[config.mk]
export PLATFORM = sky130hd
export DESIGN_NAME = fat32_directory_record_parser
export DESIGN_NICKNAME = d
export VERILOG_FILES = /design/src/fdrp_pkg.sv /design/src/fat32_directory_record_parser.sv /design/src/fdrp_front.sv /design/src/fdrp_queue.sv /design/src/fdrp_back.sv
export SDC_FILE = /design/constraint.sdc
export NUM_CORES = 1
export LEC_CHECK = 0
export BUFFER_PORTS_ARGS = -buffer_cell sky130_fd_sc_hd__buf_4
export CAP_MARGIN = 25
export CELL_PAD_IN_SITES_DETAIL_PLACEMENT = 1
export CELL_PAD_IN_SITES_GLOBAL_PLACEMENT = 2
export CORE_MARGIN = 2
export CORE_UTILIZATION = 40
export CTS_CLUSTER_DIAMETER = 50
export CTS_CLUSTER_SIZE = 20
export DETAILED_ROUTE_END_ITERATION = 6
export PLACE_DENSITY = 0.86
export RECOVER_POWER = 50
export REMOVE_ABC_BUFFERS = 1
export SLEW_MARGIN = 25
export SYNTH_ARGS = -nofsm -noshare
export SYNTH_HDL_FRONTEND = slang
export SYNTH_SLANG_ARGS = --single-unit
[constraint.sdc]
create_clock -name clock -period 10.4 [get_ports clock]
set_input_delay 1.04 -clock clock [delete_from_list [all_inputs] [get_ports clock]]
set_output_delay 1.04 -clock clock [all_outputs]
set_load 0.005 [all_outputs]
[src/fdrp_pkg.sv]
package fdrp_pkg;

   localparam logic [4:0] RecLastOffset = 5'd31;
   localparam logic [7:0] MarkDeleted   = 8'hE5;
   localparam logic [7:0] AttrVolume    = 8'h08;
   localparam logic [7:0] AttrLongName  = 8'h0F;
   localparam int unsigned AttrDirBit   = 4;
   localparam logic [7:0] DotChar       = 8'h2E;
   localparam logic [15:0] MaxEntriesReset = 16'd64;
   localparam logic [31:0] ClusterRoot  = 32'd2;

   localparam logic KindEntry = 1'b0;
   localparam logic KindEnd   = 1'b1;

   localparam logic [1:0] DotNone   = 2'd0;
   localparam logic [1:0] DotSingle = 2'd1;
   localparam logic [1:0] DotDouble = 2'd2;

   typedef struct packed {
      logic        kind;
      logic [15:0] entry_index;
      logic        last_entry;
      logic        had_long_name;
      logic [63:0] name_main;
      logic [23:0] name_ext;
      logic [7:0]  attr;
      logic [15:0] cluster_hi;
      logic [15:0] cluster_lo;
      logic [31:0] size_bytes;
   } rec_type;

   typedef struct packed {
      logic [31:0] size_bytes;
      logic [31:0] cluster_head;
      logic [1:0]  dot_kind;
      logic        had_long_name;
      logic        dir_flag;
      logic [23:0] name_ext;
      logic [63:0] name_main;
      logic [15:0] entry_index;
   } rsp_fields_type;

   localparam int unsigned RspDataWidth = (($bits(rsp_fields_type) + 7) / 8) * 8;

endpackage

[src/fat32_directory_record_parser.sv]
// Channel  Dir  Beat                        Sideband
// req      in   data_byte (8)               tuser = start_listing
// rsp      out  one parsed entry (176)      tuser = kind, tlast = last_entry
// csr      in   max_entries (16)            write enable only
//
// One byte is taken every cycle while the queue is not full; a result passes
// from the byte that closes its 32-byte record through the queue into the output register.
// Reset clears the parse state, the queue and the output register's valid flag.
// req_tready falls only while the front-to-back queue is full, which needs
// the output register held by rsp_tready while QueueDepth further results are pushed.
module fat32_directory_record_parser #(
   parameter int unsigned QueueDepth = 2
) (
   input  logic                              clock,
   input  logic                              reset,
   input  logic                              csr_wr_en,
   input  logic [15:0]                       csr_wr_data,
   input  logic                              req_tvalid,
   output logic                              req_tready,
   input  logic [7:0]                        req_tdata,  // data_byte
   input  logic                              req_tuser,  // start_listing
   output logic                              rsp_tvalid,
   input  logic                              rsp_tready,
   // entry_index, name_main, name_ext, dir_flag, had_long_name,
   // dot_kind, cluster_head, size_bytes, zero fill
   output logic [fdrp_pkg::RspDataWidth-1:0] rsp_tdata,
   output logic                              rsp_tuser,  // kind
   output logic                              rsp_tlast   // last_entry
);

   fdrp_pkg::rec_type push_data;
   fdrp_pkg::rec_type head_data;
   logic              q_push, q_full, q_valid, q_pop;

   fdrp_front u_front (
      .clock       (clock),
      .reset       (reset),
      .csr_wr_en   (csr_wr_en),
      .csr_wr_data (csr_wr_data),
      .req_tvalid  (req_tvalid),
      .req_tready  (req_tready),
      .req_tuser   (req_tuser),
      .req_tdata   (req_tdata),
      .q_full      (q_full),
      .q_push      (q_push),
      .q_push_data (push_data)
   );

   fdrp_queue #(
      .Depth (QueueDepth),
      .Width ($bits(fdrp_pkg::rec_type))
   ) u_queue (
      .clock     (clock),
      .reset     (reset),
      .push      (q_push),
      .push_data (push_data),
      .full      (q_full),
      .valid     (q_valid),
      .head_data (head_data),
      .pop       (q_pop)
   );

   fdrp_back u_back (
      .clock      (clock),
      .reset      (reset),
      .q_valid    (q_valid),
      .q_data     (head_data),
      .q_pop      (q_pop),
      .rsp_tvalid (rsp_tvalid),
      .rsp_tready (rsp_tready),
      .rsp_tdata  (rsp_tdata),
      .rsp_tuser  (rsp_tuser),
      .rsp_tlast  (rsp_tlast)
   );

endmodule

[src/fdrp_front.sv]
module fdrp_front (
   input  logic                 clock,
   input  logic                 reset,
   input  logic                 csr_wr_en,
   input  logic [15:0]          csr_wr_data,
   input  logic                 req_tvalid,
   output logic                 req_tready,
   input  logic                 req_tuser,
   input  logic [7:0]           req_tdata,
   input  logic                 q_full,
   output logic                 q_push,
   output fdrp_pkg::rec_type    q_push_data
);

   logic [7:0]  rec_ff [32];
   logic [4:0]  offset_ff, offset_in, offset_eff;
   logic        pending_ff, pending_in, pending_eff;
   logic [15:0] count_ff, count_in, count_eff, count_next;
   logic        done_ff, done_in, done_eff;
   logic [15:0] max_ff;
   logic [15:0] limit;
   logic        accept;
   logic        take;
   logic [7:0]  first_byte;
   logic [7:0]  attr;
   logic        last_hit;

   assign req_tready = !q_full;
   assign accept     = req_tvalid && !q_full;

   assign offset_eff  = req_tuser ? 5'd0  : offset_ff;
   assign pending_eff = req_tuser ? 1'b0  : pending_ff;
   assign count_eff   = req_tuser ? 16'd0 : count_ff;
   assign done_eff    = req_tuser ? 1'b0  : done_ff;
   assign take        = accept && !done_eff;

   assign first_byte = rec_ff[0];
   assign attr       = rec_ff[11];
   assign count_next = count_eff + 16'd1;
   assign limit      = (max_ff == 16'd0) ? 16'd1 : max_ff;
   assign last_hit   = (count_next == 16'd0) || (count_next >= limit);

   always_comb begin
      offset_in   = offset_ff;
      pending_in  = pending_ff;
      count_in    = count_ff;
      done_in     = done_ff;
      q_push      = 1'b0;
      q_push_data = '0;
      if (accept) begin
         offset_in  = offset_eff;
         pending_in = pending_eff;
         count_in   = count_eff;
         done_in    = done_eff;
         if (!done_eff) begin
            offset_in = offset_eff + 5'd1;
            if (offset_eff == fdrp_pkg::RecLastOffset) begin
               if (first_byte == 8'd0) begin
                  q_push           = 1'b1;
                  q_push_data.kind = fdrp_pkg::KindEnd;
                  done_in          = 1'b1;
               end else if (first_byte == fdrp_pkg::MarkDeleted
                            || attr == fdrp_pkg::AttrVolume) begin
                  q_push = 1'b0;
               end else if ((attr & fdrp_pkg::AttrLongName) == fdrp_pkg::AttrLongName) begin
                  pending_in = 1'b1;
               end else begin
                  q_push                    = 1'b1;
                  q_push_data.kind          = fdrp_pkg::KindEntry;
                  q_push_data.entry_index   = count_eff;
                  q_push_data.last_entry    = last_hit;
                  q_push_data.had_long_name = pending_eff;
                  q_push_data.name_main     = {rec_ff[0], rec_ff[1], rec_ff[2], rec_ff[3],
                                               rec_ff[4], rec_ff[5], rec_ff[6], rec_ff[7]};
                  q_push_data.name_ext      = {rec_ff[8], rec_ff[9], rec_ff[10]};
                  q_push_data.attr          = attr;
                  q_push_data.cluster_hi    = {rec_ff[21], rec_ff[20]};
                  q_push_data.cluster_lo    = {rec_ff[27], rec_ff[26]};
                  q_push_data.size_bytes    = {req_tdata, rec_ff[30], rec_ff[29], rec_ff[28]};
                  pending_in                = 1'b0;
                  count_in                  = count_next;
                  done_in                   = last_hit;
               end
            end
         end
      end
   end

   always_ff @(posedge clock) begin
      if (reset) begin
         offset_ff  <= 5'd0;
         pending_ff <= 1'b0;
         count_ff   <= 16'd0;
         done_ff    <= 1'b0;
         max_ff     <= fdrp_pkg::MaxEntriesReset;
      end else begin
         offset_ff  <= offset_in;
         pending_ff <= pending_in;
         count_ff   <= count_in;
         done_ff    <= done_in;
         if (csr_wr_en) begin
            max_ff <= csr_wr_data;
         end
      end
   end

   always_ff @(posedge clock) begin
      if (take) begin
         rec_ff[offset_eff] <= req_tdata;
      end
   end

endmodule

[src/fdrp_queue.sv]
module fdrp_queue #(
   parameter int unsigned Depth = 2,
   parameter int unsigned Width = 8
) (
   input  logic             clock,
   input  logic             reset,
   input  logic             push,
   input  logic [Width-1:0] push_data,
   output logic             full,
   output logic             valid,
   output logic [Width-1:0] head_data,
   input  logic             pop
);

   localparam int unsigned PtrWidth = (Depth > 1) ? $clog2(Depth) : 1;
   localparam int unsigned CntWidth = $clog2(Depth + 1);
   localparam logic [PtrWidth-1:0] PtrLast = PtrWidth'(Depth - 1);
   localparam logic [CntWidth-1:0] CntFull = CntWidth'(Depth);

   logic [Width-1:0]    mem_ff [Depth];
   logic [PtrWidth-1:0] wr_ptr_ff, wr_ptr_in;
   logic [PtrWidth-1:0] rd_ptr_ff, rd_ptr_in;
   logic [CntWidth-1:0] count_ff, count_in;
   logic                do_push, do_pop;

   assign full      = (count_ff == CntFull);
   assign valid     = (count_ff != '0);
   assign head_data = mem_ff[rd_ptr_ff];
   assign do_push   = push && !full;
   assign do_pop    = pop && valid;

   always_comb begin
      wr_ptr_in = wr_ptr_ff;
      rd_ptr_in = rd_ptr_ff;
      count_in  = count_ff;
      if (do_push) begin
         wr_ptr_in = (wr_ptr_ff == PtrLast) ? '0 : wr_ptr_ff + PtrWidth'(1);
      end
      if (do_pop) begin
         rd_ptr_in = (rd_ptr_ff == PtrLast) ? '0 : rd_ptr_ff + PtrWidth'(1);
      end
      if (do_push && !do_pop) begin
         count_in = count_ff + CntWidth'(1);
      end else if (do_pop && !do_push) begin
         count_in = count_ff - CntWidth'(1);
      end
   end

   always_ff @(posedge clock) begin
      if (reset) begin
         wr_ptr_ff <= '0;
         rd_ptr_ff <= '0;
         count_ff  <= '0;
      end else begin
         wr_ptr_ff <= wr_ptr_in;
         rd_ptr_ff <= rd_ptr_in;
         count_ff  <= count_in;
      end
   end

   always_ff @(posedge clock) begin
      if (do_push) begin
         mem_ff[wr_ptr_ff] <= push_data;
      end
   end

endmodule

[src/fdrp_back.sv]
module fdrp_back (
   input  logic                                  clock,
   input  logic                                  reset,
   input  logic                                  q_valid,
   input  fdrp_pkg::rec_type                     q_data,
   output logic                                  q_pop,
   output logic                                  rsp_tvalid,
   input  logic                                  rsp_tready,
   output logic [fdrp_pkg::RspDataWidth-1:0]     rsp_tdata,
   output logic                                  rsp_tuser,
   output logic                                  rsp_tlast
);

   logic                                valid_ff, valid_in;
   logic [fdrp_pkg::RspDataWidth-1:0]   data_ff;
   logic                                kind_ff;
   logic                                last_ff;
   fdrp_pkg::rsp_fields_type            fields;
   logic [31:0]                         cluster_raw;
   logic                                load;

   assign load  = q_valid && (!valid_ff || rsp_tready);
   assign q_pop = load;

   assign cluster_raw = {q_data.cluster_hi, q_data.cluster_lo};

   always_comb begin
      fields               = '0;
      fields.entry_index   = q_data.entry_index;
      fields.name_main     = q_data.name_main;
      fields.name_ext      = q_data.name_ext;
      fields.dir_flag      = q_data.attr[fdrp_pkg::AttrDirBit];
      fields.had_long_name = q_data.had_long_name;
      fields.size_bytes    = q_data.size_bytes;
      fields.dot_kind      = fdrp_pkg::DotNone;
      if (q_data.name_main[63:56] == fdrp_pkg::DotChar) begin
         fields.dot_kind = (q_data.name_main[55:48] == fdrp_pkg::DotChar)
                           ? fdrp_pkg::DotDouble : fdrp_pkg::DotSingle;
      end
      if (q_data.kind == fdrp_pkg::KindEnd) begin
         fields.cluster_head = 32'd0;
      end else if (cluster_raw == 32'd0) begin
         fields.cluster_head = fdrp_pkg::ClusterRoot;
      end else begin
         fields.cluster_head = cluster_raw;
      end
   end

   always_comb begin
      valid_in = valid_ff;
      if (load) begin
         valid_in = 1'b1;
      end else if (rsp_tready) begin
         valid_in = 1'b0;
      end
   end

   always_ff @(posedge clock) begin
      if (reset) begin
         valid_ff <= 1'b0;
      end else begin
         valid_ff <= valid_in;
      end
   end

   always_ff @(posedge clock) begin
      if (load) begin
         data_ff <= fdrp_pkg::RspDataWidth'(fields);
         kind_ff <= q_data.kind;
         last_ff <= q_data.last_entry;
      end
   end

   assign rsp_tvalid = valid_ff;
   assign rsp_tdata  = data_ff;
   assign rsp_tuser  = kind_ff;
   assign rsp_tlast  = last_ff;

endmodule

Yosys cells after proc, flatten, opt, wreduce, memory -nomap -nowiden
Memories as Yosys holds them, arrays and structs flattened. A register that Yosys moved wholly into a read port is not among the register bits.
Index checks and enable logic that the tools add are counted.
{"block": "classes", "n_addsub": 6, "n_lt_le_gt_ge": 1, "n_eq_ne": 7, "muxes": 48, "n_reduce_logical": 23}
{"cell": "$mux 179", "count": 4}
{"cell": "$mux 178", "count": 2}
{"cell": "$mux 16", "count": 7}
{"cell": "$logic_not 16->1", "count": 2}
{"cell": "$logic_not 32->1", "count": 1}
{"cell": "$mux 1", "count": 29}
{"cell": "$add 16x1->16 const B", "count": 1}
{"cell": "$eq 8x6->1 const B", "count": 2}
{"cell": "$ge 16x16->1", "count": 1}
{"cell": "$mux 5", "count": 2}
{"cell": "$eq 8x4->1 const B", "count": 1}
{"cell": "$eq 8x8->1 const B", "count": 1}
{"cell": "$logic_not 8->1", "count": 1}
{"cell": "$mux 2", "count": 4}
{"cell": "$logic_and 1x1->1", "count": 7}
{"cell": "$reduce_bool 2->1", "count": 3}
{"cell": "$add 5x1->5 const B", "count": 1}
{"cell": "$eq 5x5->1 const B", "count": 1}
{"cell": "$logic_not 1->1", "count": 5}
{"cell": "$eq 4x4->1 const B", "count": 1}
{"cell": "$logic_or 1x1->1", "count": 3}
{"cell": "$add 1x1->1 const B", "count": 2}
{"cell": "$add 2x1->2 const B", "count": 1}
{"cell": "$eq 2x2->1 const B", "count": 1}
{"cell": "2 further kinds", "count": 2}
{"block": "word_totals", "ff_bits": 218, "ramBits": 614, "in_bits": 30, "out_inout_bits": 180, "wordCells": 102, "mem_count": 2}
{"name": "u_queue.mem_ff", "depth": 2, "width": 179, "rd": 1, "rd_clocked_by_memory_dff": 1, "write_ports": 1, "line": "fdrp_queue.sv:20", "rtl": "logic [Width-1:0] mem_ff [Depth];"}
{"name": "u_front.rec_ff", "depth": 32, "width": 8, "rd": 19, "rd_clocked_by_memory_dff": 0, "write_ports": 1, "line": "fdrp_front.sv:15", "rtl": "logic [7:0] rec_ff [32];"}

Depth between registers and ports, before layout
Gate-level depths: netlist (run 1).
An unclocked memory read counts as a cell.
{"block": "logic_depth", "ltp_word": 13, "mapped_depth": 18, "depth_no_buf": 14}

By module
Synthesis (run 1) repeated with hierarchy kept, for this count alone.
{"block": "unflattened", "hier_cells": 1586, "hier_area_um2": 28099.4}
{"module": "fdrp_queue", "n_inst": 1, "cells_per_inst": 582, "area_each_um2": 13546.7, "seq_area_each_um2": 10850.4}
{"module": "fdrp_front", "n_inst": 1, "cells_per_inst": 765, "area_each_um2": 8869.8, "seq_area_each_um2": 5345.1}
{"module": "fdrp_back", "n_inst": 1, "cells_per_inst": 239, "area_each_um2": 5683.0, "seq_area_each_um2": 5245.0}

Worst setup path before layout (run 1)
OpenSTA, ideal clock, no wires.
{"block": "synth_path", "path_type": "input to register", "from": "input port req_tuser", "to": "memory u_queue.mem_ff[1][0] (netlist bit) (enable)", "setup_ps": 728, "arrival_ps": 10296, "required_time_ps": 9672, "setup_slack_ps": -624, "stages": 11, "path_buffers": 1, "path_cell_list": "inv_1 > clkbuf_1 > nand2_1 > inv_1 > ha_1 > and3_1 > ha_1 > nand3_2 > nor2_1 > nor2_1 > nor2b_1"}
{"block": "synth_via", "elab_chain_cells": 8, "elab_cells_between_ends": 9, "classes_between": "1 x eq/ne; 7 x mux; 1 x reduce/logical"}
{"element": "start, declared", "line": "fat32_directory_record_parser.sv:21", "rtl": "input logic req_tuser,"}
{"element": "$mux 5", "line": "fdrp_front.sv:31", "rtl": "assign offset_eff = req_tuser ? 5'd0 : offset_ff;"}
{"element": "$eq 5x5->1", "line": "fdrp_front.sv:57", "rtl": "if (offset_eff == fdrp_pkg::RecLastOffset) begin"}
{"element": "$mux 1", "line": "fdrp_front.sv:57"}
{"element": "$mux 1 (*)", "line": "fdrp_front.sv:55", "rtl": "if (!done_eff) begin"}
{"element": "$mux 1 (*)", "line": "fdrp_front.sv:50", "rtl": "if (accept) begin"}
{"element": "$logic_and 1x1->1 (*)", "line": "fdrp_queue.sv:29", "rtl": "assign do_push = push && !full;"}
{"element": "$mux 1 (*)", "line": "fdrp_queue.sv:62", "rtl": "if (do_push) begin"}
{"element": "$mux 1 (implied by the code) (*)", "line": "fdrp_queue.sv:63", "rtl": "mem_ff[wr_ptr_ff] <= push_data;"}
{"element": "end, declared", "line": "fdrp_queue.sv:20"}
Every way passes the cells marked *; elsewhere a longest branch is shown, timed or not.

Worst setup path in the final report (run 1)
{"block": "layout_path", "from": "input port req_tuser", "to": "memory u_queue.mem_ff[0][18] (netlist bit) (enable)"}
The elaborated chain is that of the path after synthesis.

==> flow_summary.yaml, run 1 <==
outcome:
  outcome: "finished, violations left"
  violations: "capacitance limit, slew limit"
yosys:
  synth-simple-area-share_pct: 8.98
  syn_area_um2: 26900
  yosys_warnings: 0
  synth_area_per_cell_um2: 17.2
  async_flop_share_pct: 0
  synthXorXnorAreaFrac_pct: 0.716
  synthMuxAreaShare_pct: 7.87
  synth_top_family_by_area: "simple AND/OR/NAND/NOR gates"
  synth_edf_count: 670
  synthCells: 1561
  ys_types: 66
  synth-seq-cells: 715
  synth_fa_ha_area_share_pct: 1.07
  synth-main-ff-cell: "edfxtp_1"
  synth_seq_area_share_pct: 78.1
  synth_compound_area_share_pct: 1.66
timing:
  max_freq_ghz: 0.175
  rsz0062_at_grt: "no"
  period_minus_slack_ns: 5.71
  setup_viol: 0
  finalCritPeriodShare_pct: 54.9
  final-hold-violation-count: 0
  fin_skew_ns: 0.0451
  worst_slew_pin_slew_ns: 4.15
  max-slew-margin-rel_pct: -177
  maxSlewViolCount: 472
  setup-tns-final_ns: 0
detailed_routing:
  drcViolationCount: 0
  final_antenna_net_count: 0
  detail_route.iter0.violations: 955
  totalWireLength_um: 60700
  dr.pass1.iters: 5
  viasPerCell: 5.07
  vias: 13800
  avgRoutedWirePerCell_um: 22.4
setup_path:
  worstSetupPathType: "in -> reg"
  crit_chain: "clkbuf_1, inv_1, nand2_1, inv_1, ha_1, and3_1, ha_1, nand3_1, nor2_1, nor2_1, nor2_4, buf_4, buf_4"
  crit_required_ns: 10.64
  arrival_ns: 5.95
  crit_path_top_delay_cell: "buf_4"
  worst-path-max-fanout: 71
  slowest_delay_ns: 0.77
  cp-start-kind: "input port"
  end_kind: "flip-flop"
  reg2regPathDepth: 3
clocking:
  cts-resized-gates: 0
  hold_buffers: 0
  clkSinkCount: 715
  numCtsBuffers: 68
  post_cts_buffers: 0
  clk_latency_ns: 0.63
  clock-root-buffer: "clkbuf_16"
  cts_buffer_depth: 3
  htree_levels: 3
  cts_tree: "yes"
  cts.clk_slew.worst_paths_ns: 0.07
power_and_ir_drop:
  p_leak_nw: 9.02
  power_switching_w: 0.00124
  switching_share_pct: 21.1
  comb_power_share_pct: 1.0
  p_per_area_nw_per_um2: 185
  pwr-share-seq_pct: 53.4
  p_clk_share_pct: 45.6
  ir_drop_v: 0.000106
  p_int_w: 0.00461
place:
  placed_area_um2: 29400
  io_buffers: 205
  gp_congestion: 0.816
  dp_hpwl_um: 38200
  dp.cells: 2588
global_routing:
  antenna_found_initial: 2
  grt_usage_pct: 17.6
  grt_pass1_wl_um: 92000
  grt.overflow.total: 0
  grt_pass1_vias: 14800
  grt_max_degree: 136
cells_and_area:
  drive_above_1_share_pct: 20.3
  fin_cells: 2715
  nets: 1840
  synthToLayoutAreaGrowth_pct: 17.4
  num_antenna_cells: 0
  final_cell_area_um2: 31600
  n_fill_cell: 6370
floorplan:
  start_util_pct: 40.2
  core-area_um2: 66900
  fp.dieW_um: 263
  die_y_um: 263
  rows: 95
  ios: 210
  dieArea_um2: 69300
worst_hold_path:
  whs_path_depth: 2
  hp-class: "reg -> reg"
job:
  maxCapViolCount: 14
[power by group through the flow]
stage	sequential (W)	clock [W]	combinational (W)
after floorplan	0.00318	0	0.0000203
after global placement	0.00318	0	0.0000589
after detailed placement	0.00318	0	0.0000609
after CTS	0.00312	0.00272	0.0000612
after global routing	0.00312	0.00282	0.0000636
final	0.00312	0.00267	0.0000581
[synth_stat cells, drive strengths merged, types with 4 or more instances]
| library cell | n | area (µm²) |
|---|---|---|
| or4b | 4 | 40.0 |
| nand3b | 5 | 37.5 |
| nand2b | 5 | 31.3 |
| nor3 | 14 | 70.1 |
| xor2 | 10 | 87.6 |
| ha | 23 | 288 |
| nor2b | 11 | 68.8 |
| nor2 | 120 | 453 |
| o211ai | 4 | 30.0 |
| and2 | 167 | 1040 |
| nand2 | 45 | 169 |
| clkbuf | 25 | 93.8 |
| nand4 | 13 | 81.3 |
| nand3 | 13 | 75.1 |
| mux2 | 138 | 1560 |
| edfxtp | 670 | 20100 |
| xnor2 | 12 | 105 |
| inv | 29 | 109 |
| nor4 | 24 | 156 |
| a21oi | 20 | 100 |
| o21ai | 12 | 86.3 |
| buf | 41 | 213 |
| mux2i | 56 | 561 |
| dfxtp | 45 | 901 |
| or3 | 6 | 37.5 |
[logic make-up (layout without fill, tap and decap cells)]
group | Yosys count | count (layout)
compound gates | 65 | 65
xor+xnor | 22 | 22
fa+ha+maj | 23 | 23
buf+inv | 95 | 373
other cells | 1 | 4
simple gates | 446 | 446
mux | 194 | 194
flops | 715 | 715
[routing by layer]
| layer | share of wire, % | wire length [µm] | GRT usage, % | up-vias |
|---|---|---|---|---|
| met3 | 4.6 | 2810 | 3.12 | 76 |
| met4 | 1.9 | 1160 | 5.54 | 0 |
| li1 | - | - | - | 6291 |
| met5 | 0 | 0 | 0 | - |
| met1 | 42 | 25300 | 22.2 | 7037 |
| met2 | 52 | 31400 | 30.7 | 351 |
[stage by stage]
stage	worst slack, ns	total power (W)	hold slack (ns)	util (%)
5_1_grt	4.20	0.00601	0.548	47.2
6_report	4.69	0.00584	0.520	47.2
3_5_place_dp	4.88	0.00324	0.499	43.9
4_1_cts	5.48	0.00590	0.516	47.6
2_1_floorplan	-0.479	0.00320	0.458	-
3_3_place_gp	5.18	0.00324	0.487	43.9
[critical path: cells and delay by family]
kind	cells	cell delay, ns
fa+ha+maj	2	0.45
buf+inv	5	2.75
simple gates	6	1.59
[sequential cells by signal (all words and copies together) (netlist names), named ones only]
signal,cells
u_back.rsp_tuser,1
u_queue.rd_ptr_ff,1
u_back.rsp_tvalid,1
u_queue.wr_ptr_ff,1
u_back.rsp_tdata,172
u_back.rsp_tlast,1
u_front.max_ff,16
u_front.count_ff,16
u_front.done_ff,1
u_front.rec_ff,152
u_queue.count_ff,2
u_queue.mem_ff,344
u_front.pending_ff,1
u_front.offset_ff,5
[final timing paths]
kind,startpoint,endpoint,slack (ns)
worst min register to register,u_front.pending_ff,u_front.pending_ff,0.52
worst max register to register,u_queue.count_ff[0],u_back.rsp_tdata[80],4.92
worst max-delay path,req_tuser,u_queue.mem_ff[0][18],4.69
worst min-delay path,u_front.pending_ff,u_front.pending_ff,0.52
[layout make-up]
cell class	count	area, µm²	area share, %
clock buffer	74	1810	5.73
clock inverter	51	661	2.09
inverter	29	110	0.349
multi-input combinational	754	5480	17.4
sequential	715	21000	66.5
tap	873	1090	3.46
timing repair buffer	219	1420	4.49
[layout by cell type, fill, tap and decap left out, types with 4 or more instances in the layout]
master	Yosys	layout
a21oi_1	20	20
and2_0	0	21
and2_1	167	146
buf_4	5	24
bufinv_16	0	6
clkbuf_1	25	71
clkbuf_16	0	72
clkbuf_4	0	124
clkinv_1	0	4
clkinv_4	0	4
clkinv_8	0	10
clkinvlp_4	0	4
conb_1	1	4
dfxtp_1	45	45
edfxtp_1	670	670
ha_1	23	23
inv_1	28	27
inv_6	0	11
inv_8	0	7
mux2_1	0	47
mux2_2	137	90
mux2i_1	56	56
nand2_1	45	45
nand2b_1	5	5
nand3_1	11	12
nand3b_1	5	5
nand4_1	13	13
nor2_1	119	118
nor2b_1	11	10
nor3_1	14	14
nor4_1	23	24
o211ai_1	4	4
o21ai_0	8	10
or3_1	6	6
xnor2_1	12	12
xor2_1	10	10
Note: power is estimated with default switching activity, not from simulation.
==> run 2, diff against run 1 <==
clock period = 5.15 ns   (was 10.4 ns; I/O delays follow)
==> flow_summary.yaml, run 2 (same netlist as run 1, synthesis figures left out) <==
setup_path:
  arrival_ns: 4.61
  reg2regPathDepth: 3
  worstSetupPathType: "reg -> reg"
  worst-path-max-fanout: 54
  end_kind: "flip-flop"
  cp-start-kind: "flip-flop"
  crit_required_ns: 5.50
cells_and_area:
  largest_reg_flops: 344
  num_antenna_cells: 0
  nets: 1842
  final_cell_mix: "edfxtp_1 (670), and2_1 (138), clkbuf_4 (123), nor2_1 (118), clkbuf_16 (75)"
  drive_above_1_share_pct: 20.0
  fin_cells: 2722
  synthToLayoutAreaGrowth_pct: 17.6
  regMostFlops: "u_queue.mem_ff"
  final_common_cell: "edfxtp_1"
place:
  gp_congestion: 0.810
  io_buffers: 205
  dp.cells: 2586
  dp_hpwl_um: 38000
  dpl_worst_slack_ns: 0.968
clocking:
  clkSinkCount: 715
  post_cts_buffers: 0
  cts-resized-gates: 0
  cts.clk_slew.worst_paths_ns: 0.07
  numCtsBuffers: 72
  clock-root-buffer: "clkbuf_16"
  hold_buffers: 0
  cts_buffer_depth: 3
  cts_tree: "yes"
  htree_levels: 3
  clk_latency_ns: 0.63
power_and_ir_drop:
  ir_drop_v: 0.000242
  p_leak_nw: 9.02
  p_per_area_nw_per_um2: 372
global_routing:
  grt_max_degree: 140
  grt_usage_pct: 17.5
  grt_pass1_vias: 14900
  grt_pass1_wl_um: 91800
  grt.overflow.total: 0
  antenna_found_initial: 1
floorplan:
  start_util_pct: 40.2
  rows: 95
  die_y_um: 263
  ios: 210
  fp.dieW_um: 263
  core-area_um2: 66900
  dieArea_um2: 69300
detailed_routing:
  final_antenna_net_count: 0
  viasPerCell: 5.09
  avgRoutedWirePerCell_um: 22.2
  totalWireLength_um: 60500
  dr.pass1.iters: 5
  vias: 13900
  drcViolationCount: 0
  detail_route.iter0.violations: 1022
timing:
  fin_hold_ws_ns: 0.150
  final-hold-violation-count: 0
  max-slew-margin-rel_pct: -50.8
  setup_viol: 0
  max_freq_ghz: 0.235
  worst_slew_pin_slew_ns: 2.26
  period_minus_slack_ns: 4.26
  fin_ws_ns: 0.894
  fin_skew_ns: 0.0387
  finalCritPeriodShare_pct: 82.6
  maxSlewViolCount: 222
  rsz0062_at_grt: "no"
worst_hold_path:
  hold_start: "csr_wr_data[10]"
  hp-class: "in -> reg"
  whs_path_depth: 3
outcome:
  violations: "capacitance limit, slew limit"
  outcome: "finished, violations left"
job:
  maxCapViolCount: 10
==> run 2: cell type report <==
type | instances | area, µm²
clock buffer | 77 | 1890
clock inverter | 57 | 606
fill | 6426 | 35300
inverter | 29 | 116
multi-input combinational | 754 | 5480
sequential | 715 | 21000
tap | 873 | 1090
timing repair buffer | 217 | 1440
==> run 2: layer usage <==
| metal | GRT usage, % | up-vias | routed length, µm |
|---|---|---|---|
| met2 | 29.9 | 341 | 30900 |
| li1 | - | 6305 | - |
| met5 | 0 | - | 0 |
| met4 | 5.84 | 0 | 1600 |
| met1 | 22.4 | 7120 | 25400 |
| met3 | 3.22 | 99 | 2540 |
==> run 2: critical path, stage by stage (launching register included) <==
cell,delay (ns)
dfxtp_1,1.22
clkbuf_1,1.01
clkbuf_2,1.25
mux2_1,0.45
==> run 2: stage by stage <==
step | setup TNS, ns | utilization, % | power, W | instance area (µm²)
3_3_place_gp | 0 | 43.9 | 0.00654 | 29400
2_1_floorplan | -1755.28 | - | 0.00646 | 26600
6_report | 0 | 47.3 | 0.0118 | 31600
4_1_cts | 0 | 47.6 | 0.0119 | 31900
3_5_place_dp | 0 | 43.9 | 0.00655 | 29400
5_1_grt | 0 | 47.3 | 0.0121 | 31600
==> run 2: final timing paths <==
kind | end | slack [ns]
worst max register to register | u_back.rsp_tdata[44] | 0.89
worst min-delay path | u_front.max_ff[10] | 0.15
worst max-delay path | u_back.rsp_tdata[44] | 0.89
worst min register to register | u_front.pending_ff | 0.52
==> run 2: where the power goes <==
| group | switching, W | internal (W) | total (W) |
|---|---|---|---|
| clock | 0.00251 | 0.00285 | 0.00536 |
| sequential | 0.0000100 | 0.00629 | 0.00630 |
| combinational | 0.0000865 | 0.0000316 | 0.000118 |
